<file path="config.mk">
export PLATFORM = sky130hd
export DESIGN_NAME = websocket_frame_unmasker
export DESIGN_NICKNAME = d
export VERILOG_FILES = /design/src/hw/rtl/wsu_pkg.sv /design/src/hw/rtl/wsu_parser.sv /design/src/hw/rtl/websocket_frame_unmasker.sv
export SDC_FILE = /design/constraint.sdc
export NUM_CORES = 1
export LEC_CHECK = 0
export BUFFER_PORTS_ARGS = -buffer_cell sky130_fd_sc_hd__buf_2
export CAP_MARGIN = 25
export CORE_MARGIN = 2
export CORE_UTILIZATION = 56
export DETAILED_ROUTE_END_ITERATION = 8
export PLACE_DENSITY_LB_ADDON = 0.08
export SYNTH_ARGS = -nofsm -noshare
export SYNTH_HDL_FRONTEND = slang
export SYNTH_SLANG_ARGS = --single-unit
</file>
<file path="constraint.sdc">
create_clock -name clk_i -period 2.8 [get_ports clk_i]
set_input_delay 0.42 -clock clk_i [delete_from_list [all_inputs] [get_ports clk_i]]
set_output_delay 0.42 -clock clk_i [all_outputs]
set_load 0.02 [all_outputs]
</file>
<file path="src/hw/rtl/wsu_pkg.sv">
`timescale 1ns / 1ps
package wsu_pkg;

  // Default width of the payload length counter
  localparam int unsigned LENGTH_BITS_DEF = 64;

  // 7-bit length codes that announce an extended length
  localparam logic [6:0] LEN7_EXT16 = 7'h7E;
  localparam logic [6:0] LEN7_EXT64 = 7'h7F;

  // Opcodes accepted as valid frames
  localparam logic [3:0] OP_CONT   = 4'h0;
  localparam logic [3:0] OP_TEXT   = 4'h1;
  localparam logic [3:0] OP_BINARY = 4'h2;
  localparam logic [3:0] OP_CLOSE  = 4'h8;
  localparam logic [3:0] OP_PING   = 4'h9;
  localparam logic [3:0] OP_PONG   = 4'hA;

  // Last index of the extended length bytes and of the mask key bytes
  localparam logic [2:0] EXT16_LAST_IDX = 3'd1;
  localparam logic [2:0] EXT64_LAST_IDX = 3'd7;
  localparam logic [2:0] MASK_LAST_IDX  = 3'd3;

  typedef enum logic [2:0] {
    PH_HDR0    = 3'd0,
    PH_HDR1    = 3'd1,
    PH_EXT16   = 3'd2,
    PH_EXT64   = 3'd3,
    PH_MASK    = 3'd4,
    PH_PAYLOAD = 3'd5
  } phase_e;

  typedef enum logic [1:0] {
    ST_PAYLOAD = 2'd0,
    ST_EMPTY   = 2'd1,
    ST_SKIPPED = 2'd2
  } status_e;

  typedef struct packed {
    logic       valid;
    logic [7:0] data;
    logic [3:0] opcode;
    status_e    status;
    logic       last;
  } wsu_result_t;

  function automatic logic opcode_known(input logic [3:0] op);
    return (op == OP_CONT) || (op == OP_TEXT) || (op == OP_BINARY) ||
           (op == OP_CLOSE) || (op == OP_PING) || (op == OP_PONG);
  endfunction

endpackage

</file>
<file path="src/hw/rtl/wsu_parser.sv">
`timescale 1ns / 1ps
module wsu_parser #(
  parameter int unsigned LENGTH_BITS = wsu_pkg::LENGTH_BITS_DEF
) (
  input  logic                 clk_i,
  input  logic                 rst_ni,
  input  logic                 beat_i,
  input  logic [7:0]           byte_i,
  output wsu_pkg::wsu_result_t result_o
);
  import wsu_pkg::*;

  phase_e                 phase_q, phase_d;
  logic [2:0]             cnt_q, cnt_d;
  logic [3:0]             opcode_q, opcode_d;
  logic                   op_ok_q, op_ok_d;
  logic [LENGTH_BITS-1:0] rem_q, rem_d;
  logic [31:0]            key_q, key_d;
  logic [1:0]             pos_q, pos_d;

  logic [7:0] key_byte;
  logic [2:0] ext_last;
  logic       rem_zero;

  assign rem_zero = (rem_q == '0);
  assign ext_last = (phase_q == PH_EXT16) ? EXT16_LAST_IDX : EXT64_LAST_IDX;

  always_comb begin
    unique case (pos_q)
      2'd0: key_byte = key_q[31:24];
      2'd1: key_byte = key_q[23:16];
      2'd2: key_byte = key_q[15:8];
      default: key_byte = key_q[7:0];
    endcase
  end

  always_comb begin
    phase_d  = phase_q;
    cnt_d    = cnt_q;
    opcode_d = opcode_q;
    op_ok_d  = op_ok_q;
    rem_d    = rem_q;
    key_d    = key_q;
    pos_d    = pos_q;
    result_o = '{valid: 1'b0, data: 8'h00, opcode: opcode_q,
                 status: ST_PAYLOAD, last: 1'b0};
    if (beat_i) begin
      unique case (phase_q)
        PH_HDR1: begin
          cnt_d = '0;
          rem_d = '0;
          if (byte_i[6:0] == LEN7_EXT16) begin
            phase_d = PH_EXT16;
          end else if (byte_i[6:0] == LEN7_EXT64) begin
            phase_d = PH_EXT64;
          end else begin
            rem_d   = LENGTH_BITS'(byte_i[6:0]);
            key_d   = '0;
            phase_d = PH_MASK;
          end
        end
        PH_EXT16, PH_EXT64: begin
          // shift the length in, most significant byte first
          rem_d = {rem_q[LENGTH_BITS-9:0], byte_i};
          if (cnt_q >= ext_last) begin
            cnt_d   = '0;
            key_d   = '0;
            phase_d = PH_MASK;
          end else begin
            cnt_d = cnt_q + 3'd1;
          end
        end
        PH_MASK: begin
          key_d = {key_q[23:0], byte_i};
          if (cnt_q < MASK_LAST_IDX) begin
            cnt_d = cnt_q + 3'd1;
          end else begin
            cnt_d   = '0;
            pos_d   = '0;
            phase_d = rem_zero ? PH_HDR0 : PH_PAYLOAD;
            if (!op_ok_q) begin
              result_o.valid  = 1'b1;
              result_o.status = ST_SKIPPED;
              result_o.last   = 1'b1;
            end else if (rem_zero) begin
              result_o.valid  = 1'b1;
              result_o.status = ST_EMPTY;
              result_o.last   = 1'b1;
            end
          end
        end
        PH_PAYLOAD: begin
          rem_d = rem_q - LENGTH_BITS'(1);
          pos_d = pos_q + 2'd1;
          if (rem_q == LENGTH_BITS'(1)) begin
            phase_d = PH_HDR0;
          end
          // drop payload of a skipped frame
          result_o.valid = op_ok_q;
          result_o.data  = byte_i ^ key_byte;
          result_o.last  = (rem_q == LENGTH_BITS'(1));
        end
        default: begin
          opcode_d = byte_i[3:0];
          op_ok_d  = opcode_known(byte_i[3:0]);
          cnt_d    = '0;
          phase_d  = PH_HDR1;
        end
      endcase
    end
  end

  always_ff @(posedge clk_i or negedge rst_ni) begin
    if (!rst_ni) begin
      phase_q  <= PH_HDR0;
      cnt_q    <= '0;
      opcode_q <= '0;
      op_ok_q  <= 1'b0;
      rem_q    <= '0;
      key_q    <= '0;
      pos_q    <= '0;
    end else begin
      phase_q  <= phase_d;
      cnt_q    <= cnt_d;
      opcode_q <= opcode_d;
      op_ok_q  <= op_ok_d;
      rem_q    <= rem_d;
      key_q    <= key_d;
      pos_q    <= pos_d;
    end
  end

`ifndef NO_ASSERTIONS
  a_mask_cnt: assert property (@(posedge clk_i) disable iff (!rst_ni)
    (phase_q == PH_MASK) |-> (cnt_q <= MASK_LAST_IDX))
    else $error("mask key byte count overran");

  a_ext16_cnt: assert property (@(posedge clk_i) disable iff (!rst_ni)
    (phase_q == PH_EXT16) |-> (cnt_q <= EXT16_LAST_IDX))
    else $error("16-bit length byte count overran");

  a_payload_nonzero: assert property (@(posedge clk_i) disable iff (!rst_ni)
    (phase_q == PH_PAYLOAD) |-> (rem_q != '0))
    else $error("payload phase with no bytes left");
`endif

endmodule

</file>
<file path="src/hw/rtl/websocket_frame_unmasker.sv">
`timescale 1ns / 1ps
// WebSocket client frame unmasker. Feed the raw client-to-server stream one
// byte per beat on the slave side; the block parses the header (opcode,
// 7-bit length with 16- or 64-bit extension, four mask key bytes) and gives
// one master-side beat per payload byte, unmasked with key byte j mod 4 and
// marked with tlast on the final byte of the frame. Header bytes give no
// beat. A zero-length frame gives one beat with status "empty"; a frame with
// an opcode other than continuation, text, binary, close, ping or pong gives
// one beat with status "skipped" once its mask key is in, and its payload is
// then consumed and dropped. The mask bit is not checked. Throughput is one
// byte per clock cycle: the parser state advances once per accepted byte
// (the length counter decrement and zero test set the path), and the
// result lands in one output register in the cycle after the byte is
// taken. Downstream back-pressure is the only thing that stalls the input.
module websocket_frame_unmasker #(
  parameter int unsigned LENGTH_BITS = wsu_pkg::LENGTH_BITS_DEF
) (
  input  logic        clk_i,
  input  logic        rst_ni,
  // slave side: tdata = in_byte[7:0]
  input  logic        s_axis_tvalid_i,
  output logic        s_axis_tready_o,
  input  logic [7:0]  s_axis_tdata_i,
  // master side: tdata = data_byte[7:0], frame_opcode[11:8], zero pad[15:12]
  output logic        m_axis_tvalid_o,
  input  logic        m_axis_tready_i,
  output logic [15:0] m_axis_tdata_o,
  // tuser = status[1:0] (payload, empty, skipped)
  output logic [1:0]  m_axis_tuser_o,
  output logic        m_axis_tlast_o
);
  import wsu_pkg::*;

  wsu_result_t res;
  logic        in_beat;

  logic       out_valid_q;
  logic [7:0] out_data_q;
  logic [3:0] out_op_q;
  status_e    out_status_q;
  logic       out_last_q;

  // Take a new byte whenever the output slot is empty or drains this cycle
  assign s_axis_tready_o = !out_valid_q || m_axis_tready_i;
  assign in_beat         = s_axis_tvalid_i && s_axis_tready_o;

  wsu_parser #(
    .LENGTH_BITS(LENGTH_BITS)
  ) u_parser (
    .clk_i   (clk_i),
    .rst_ni  (rst_ni),
    .beat_i  (in_beat),
    .byte_i  (s_axis_tdata_i),
    .result_o(res)
  );

  // Output register: load on an accepted byte, otherwise hold until taken
  always_ff @(posedge clk_i or negedge rst_ni) begin
    if (!rst_ni) begin
      out_valid_q <= 1'b0;
    end else if (s_axis_tready_o) begin
      out_valid_q <= in_beat && res.valid;
    end
  end

  always_ff @(posedge clk_i) begin
    if (in_beat && res.valid) begin
      out_data_q   <= res.data;
      out_op_q     <= res.opcode;
      out_status_q <= res.status;
      out_last_q   <= res.last;
    end
  end

  assign m_axis_tvalid_o = out_valid_q;
  assign m_axis_tdata_o  = {4'h0, out_op_q, out_data_q};
  assign m_axis_tuser_o  = out_status_q;
  assign m_axis_tlast_o  = out_last_q;

`ifndef NO_ASSERTIONS
  a_marker_beat: assert property (@(posedge clk_i) disable iff (!rst_ni)
    (m_axis_tvalid_o && (m_axis_tuser_o != ST_PAYLOAD)) |->
      (m_axis_tdata_o[7:0] == 8'h00) && m_axis_tlast_o)
    else $error("empty or skipped beat with data or without tlast");

  a_status_code: assert property (@(posedge clk_i) disable iff (!rst_ni)
    m_axis_tvalid_o |-> (m_axis_tuser_o != 2'd3))
    else $error("undefined status on output");

  a_no_overwrite: assert property (@(posedge clk_i) disable iff (!rst_ni)
    (m_axis_tvalid_o && !m_axis_tready_i) |=> m_axis_tvalid_o)
    else $error("pending result lost");
`endif

endmodule
</file>
==> results.md <==
* Gr ovfl total at 0
* Post-Syn Instances at 825
* Setup Skew at 0.007484 ns
* Synth top area share at 38.98%
* Primary FF master, synth: dfrtp_1
* Worst-Skew Late Latency at 0.42 ns
* RSZ-0062 raised after global routing: no
* Slew headroom at 42.71%
* Largest net degree at the start of global routing at 65
* Status: completed
* CTS tree: done
* Endpoints failing hold at 0
* Post-synth top area cell: dfrtp_1
* Vias in the first global route at 6,375
* Startpoint types: flip-flop
* Die H at 116.3 um
* TritonCTS Buffers at 17
* Share of cells above drive strength 1 at 14.71%
* Average vias per placed instance at 6.377
* Die area at 0.01352 mm2
* Synthesized cell area at 0.007062 mm2
* HPWL Detailed at 13,470 um
* I/O pin total at 33
* TritonCTS Sinks at 125
* Nets at 886
* Slew Limit Fails at 0
* Register bit count reported by yosys at 125
* Reg2reg path depth at 7
* CP Capture Type: flip-flop
* Async set or reset register ratio after synthesis at 88.00%
* Drt wl/cell at 19.05 um
* Yosys warns at 0
* Crit path DAT at 2.92 ns
* Setup bufs post-CTS at 0
* Critical R2R Capture: u_parser.rem_q[40]$_DFFE_PN0P_
* Die width at 116.3 um
* Number of enable flip-flop cells after synthesis at 15
* Area grow syn2layout at 16.28%
* CP Data Required Time at 3.10 ns
* Finished Cell Area at 0.008212 mm2
* # rows at 41
* Longest Clk Path Bufs at 2
* Most frequent cells after synthesis: nand2_1, dfrtp_1, o21ai_0
* Clock root cell: clkbuf_16
* Hold-fix buffers, CTS at 0
* Worst VDD drop at 0.4897 mV
* IO Port Bufs at 28
* Post-synthesis cell type count at 69
* Crit Path Category: flip-flop to flip-flop
* Antenna cells at 0
* Hold crit path type: primary input to async pin
* Worst Tran Pin Value at 0.8589 ns
* Top-count cell post-synth: nand2_1
* Initial drt markers at 817
* Setup_tns at 0 ns
* Antenna Nets Post-Route at 0
* Max-Cap Viols at 0
* Initial antenna violation count at 0
* Total Wirelength at 19,980 um
* H-tree levels at 4
* Area of placed instances at 0.007614 mm2
* Global-route wire length before repair at 32,550 um
* Initial Util at 56.65%
* GRT Resource Usage Total at 31.07%
* Leak at 3.348 nW
* FF-to-FF setup slack at 0.17 ns
* Crit path max fanout at 6
* RD Place Congestion at 0.9150
* Ranking of synthesized cells by area: dfrtp_1, nand2_1, o21ai_0
* Sequential area share after synthesis at 45.36%
* Resize count post-CTS at 0
* Cell Pwr Density at 581.1 mW/mm2
* CORE AREA at 0.01247 mm2
* Final Setup Violations at 0
* Drt drc at 0
* Syn_area_per_cell at 8.560 um2
* Crit path time final at 2.626 ns
* Via count at 6,689
* Tcrit/Tclk final at 93.79%
* Fmax at 380.8 MHz
* Clock Pin Slew Worst Setup and Hold Paths at 0.06 ns
* Drt first pass iters at 6
* Worst R2R Start: u_parser.rem_q[25]$_DFFE_PN0P_
-- critical path, cell delays in order, from the launching register on --
cell and delay [ns]:
dfrtp_1 0.37, or4_1 0.56, or4_4 0.52, buf_4 0.20, nor3_1 0.36, nand3_1 0.19
o211ai_1 0.21, o211ai_1 0.10
-- routing by layer --
| metal | global-route usage [%] | vias to the layer above | wire length (um) |
|---|---|---|---|
| li1 | - | 3107 | - |
| met1 | 40.62 | 3203 | 8211 |
| met2 | 51.09 | 334 | 9772 |
| met3 | 6.227 | 45 | 1449 |
| met4 | 12.14 | 0 | 547 |
| met5 | 0 | - | 0 |
-- per-stage QoR --
step                setup WS (ns)  power, W  instances  hold WS [ns]  utilization, %
floorplan                  0.1614  0.002366        828        0.1244               -
global placement           0.1867  0.002620       1017        0.4276           61.08
detailed placement         0.1349  0.002637       1017        0.4366           61.08
CTS                        0.1098  0.004792       1049       0.01869           65.75
global route              0.03570  0.004966       1049       0.02946           65.87
finish                     0.1740  0.004772       1049     0.0009104           65.87
-- state kept, by name, indices dropped and copies added (netlist names) --
signal             count
out_op_q               4
u_parser.pos_q         2
m_axis_tlast_o         1
out_data_q             8
m_axis_tvalid_o        1
u_parser.op_ok_q       1
u_parser.cnt_q         3
u_parser.phase_q       3
m_axis_tuser_o         2
u_parser.opcode_q      4
u_parser.rem_q        64
u_parser.key_q        32
-- cells in the final DEF (no fill, tap or decap), drive strengths merged, types with 3 or more instances in the layout --
master    instances
a211o             3
a21oi            44
a221o             3
a222oi            8
a22oi            15
a31oi             4
a32oi            13
and2              7
and3              4
buf              72
clkbuf           18
clkinv            5
clkinvlp          3
conb              4
dfrtp           110
edfxtp           15
ha               10
inv              16
mux2              9
nand2           149
nand2b            6
nand3            29
nand4             9
nand4b            4
nor2             63
nor3             32
nor4             21
o211ai           12
o21ai           111
o22ai             3
o2bb2ai           4
o311ai            5
o41ai             4
or3              13
or4               6
xnor2             8
-- power by group --
group | switching, W | total, W | internal [W] | leakage, nW
clock | 0.000865 | 0.00215 | 0.00129 | 0.279
sequential | 0.000155 | 0.00208 | 0.00193 | 1.62
combinational | 0.000347 | 0.000540 | 0.000194 | 1.45
total | 0.00137 | 0.00477 | 0.00341 | 3.35
-- how the worst max path moves through the flow --
stage	from	end	slack [ns]	cells past startpoint
2_1_floorplan	u_parser.rem_q[25]$_DFFE_PN0P_	m_axis_tlast_o$_SDFFCE_PN0P_	0.16	7
3_3_place_gp	u_parser.rem_q[25]$_DFFE_PN0P_	out_data_q[1]$_SDFFCE_PN0P_	0.19	7
3_5_place_dp	u_parser.rem_q[25]$_DFFE_PN0P_	out_data_q[2]$_SDFFCE_PN0P_	0.13	7
4_1_cts	u_parser.rem_q[25]$_DFFE_PN0P_	out_data_q[3]$_SDFFCE_PN0P_	0.11	7
5_1_grt	u_parser.rem_q[23]$_DFFE_PN0P_	u_parser.rem_q[61]$_DFFE_PN0P_	0.04	7
6_report	u_parser.rem_q[25]$_DFFE_PN0P_	u_parser.rem_q[40]$_DFFE_PN0P_	0.17	7
-- kinds of logic (layout without fill, tap and decap cells) --
kind of cell,count (synthesis),count (layout),synth area share (%)
simple gates,357,357,24.29
compound gates,247,247,21.94
flops,125,125,45.36
buf+inv,66,115,3.880
mux,11,11,1.719
fa+ha+maj,10,10,1.772
xor+xnor,8,8,0.9922
other cells,1,4,0.05310
-- layout make-up --
type                       instances  area (um2)
timing repair buffer              72       526.8
clock inverter                    14       132.6
clock buffer                      18       450.4
sequential                       125        3203
fill                            1030        4254
multi-input combinational        637        3642
tap                              172       215.2
inverter                          11       41.29
(Power assumes the default switching activity.)
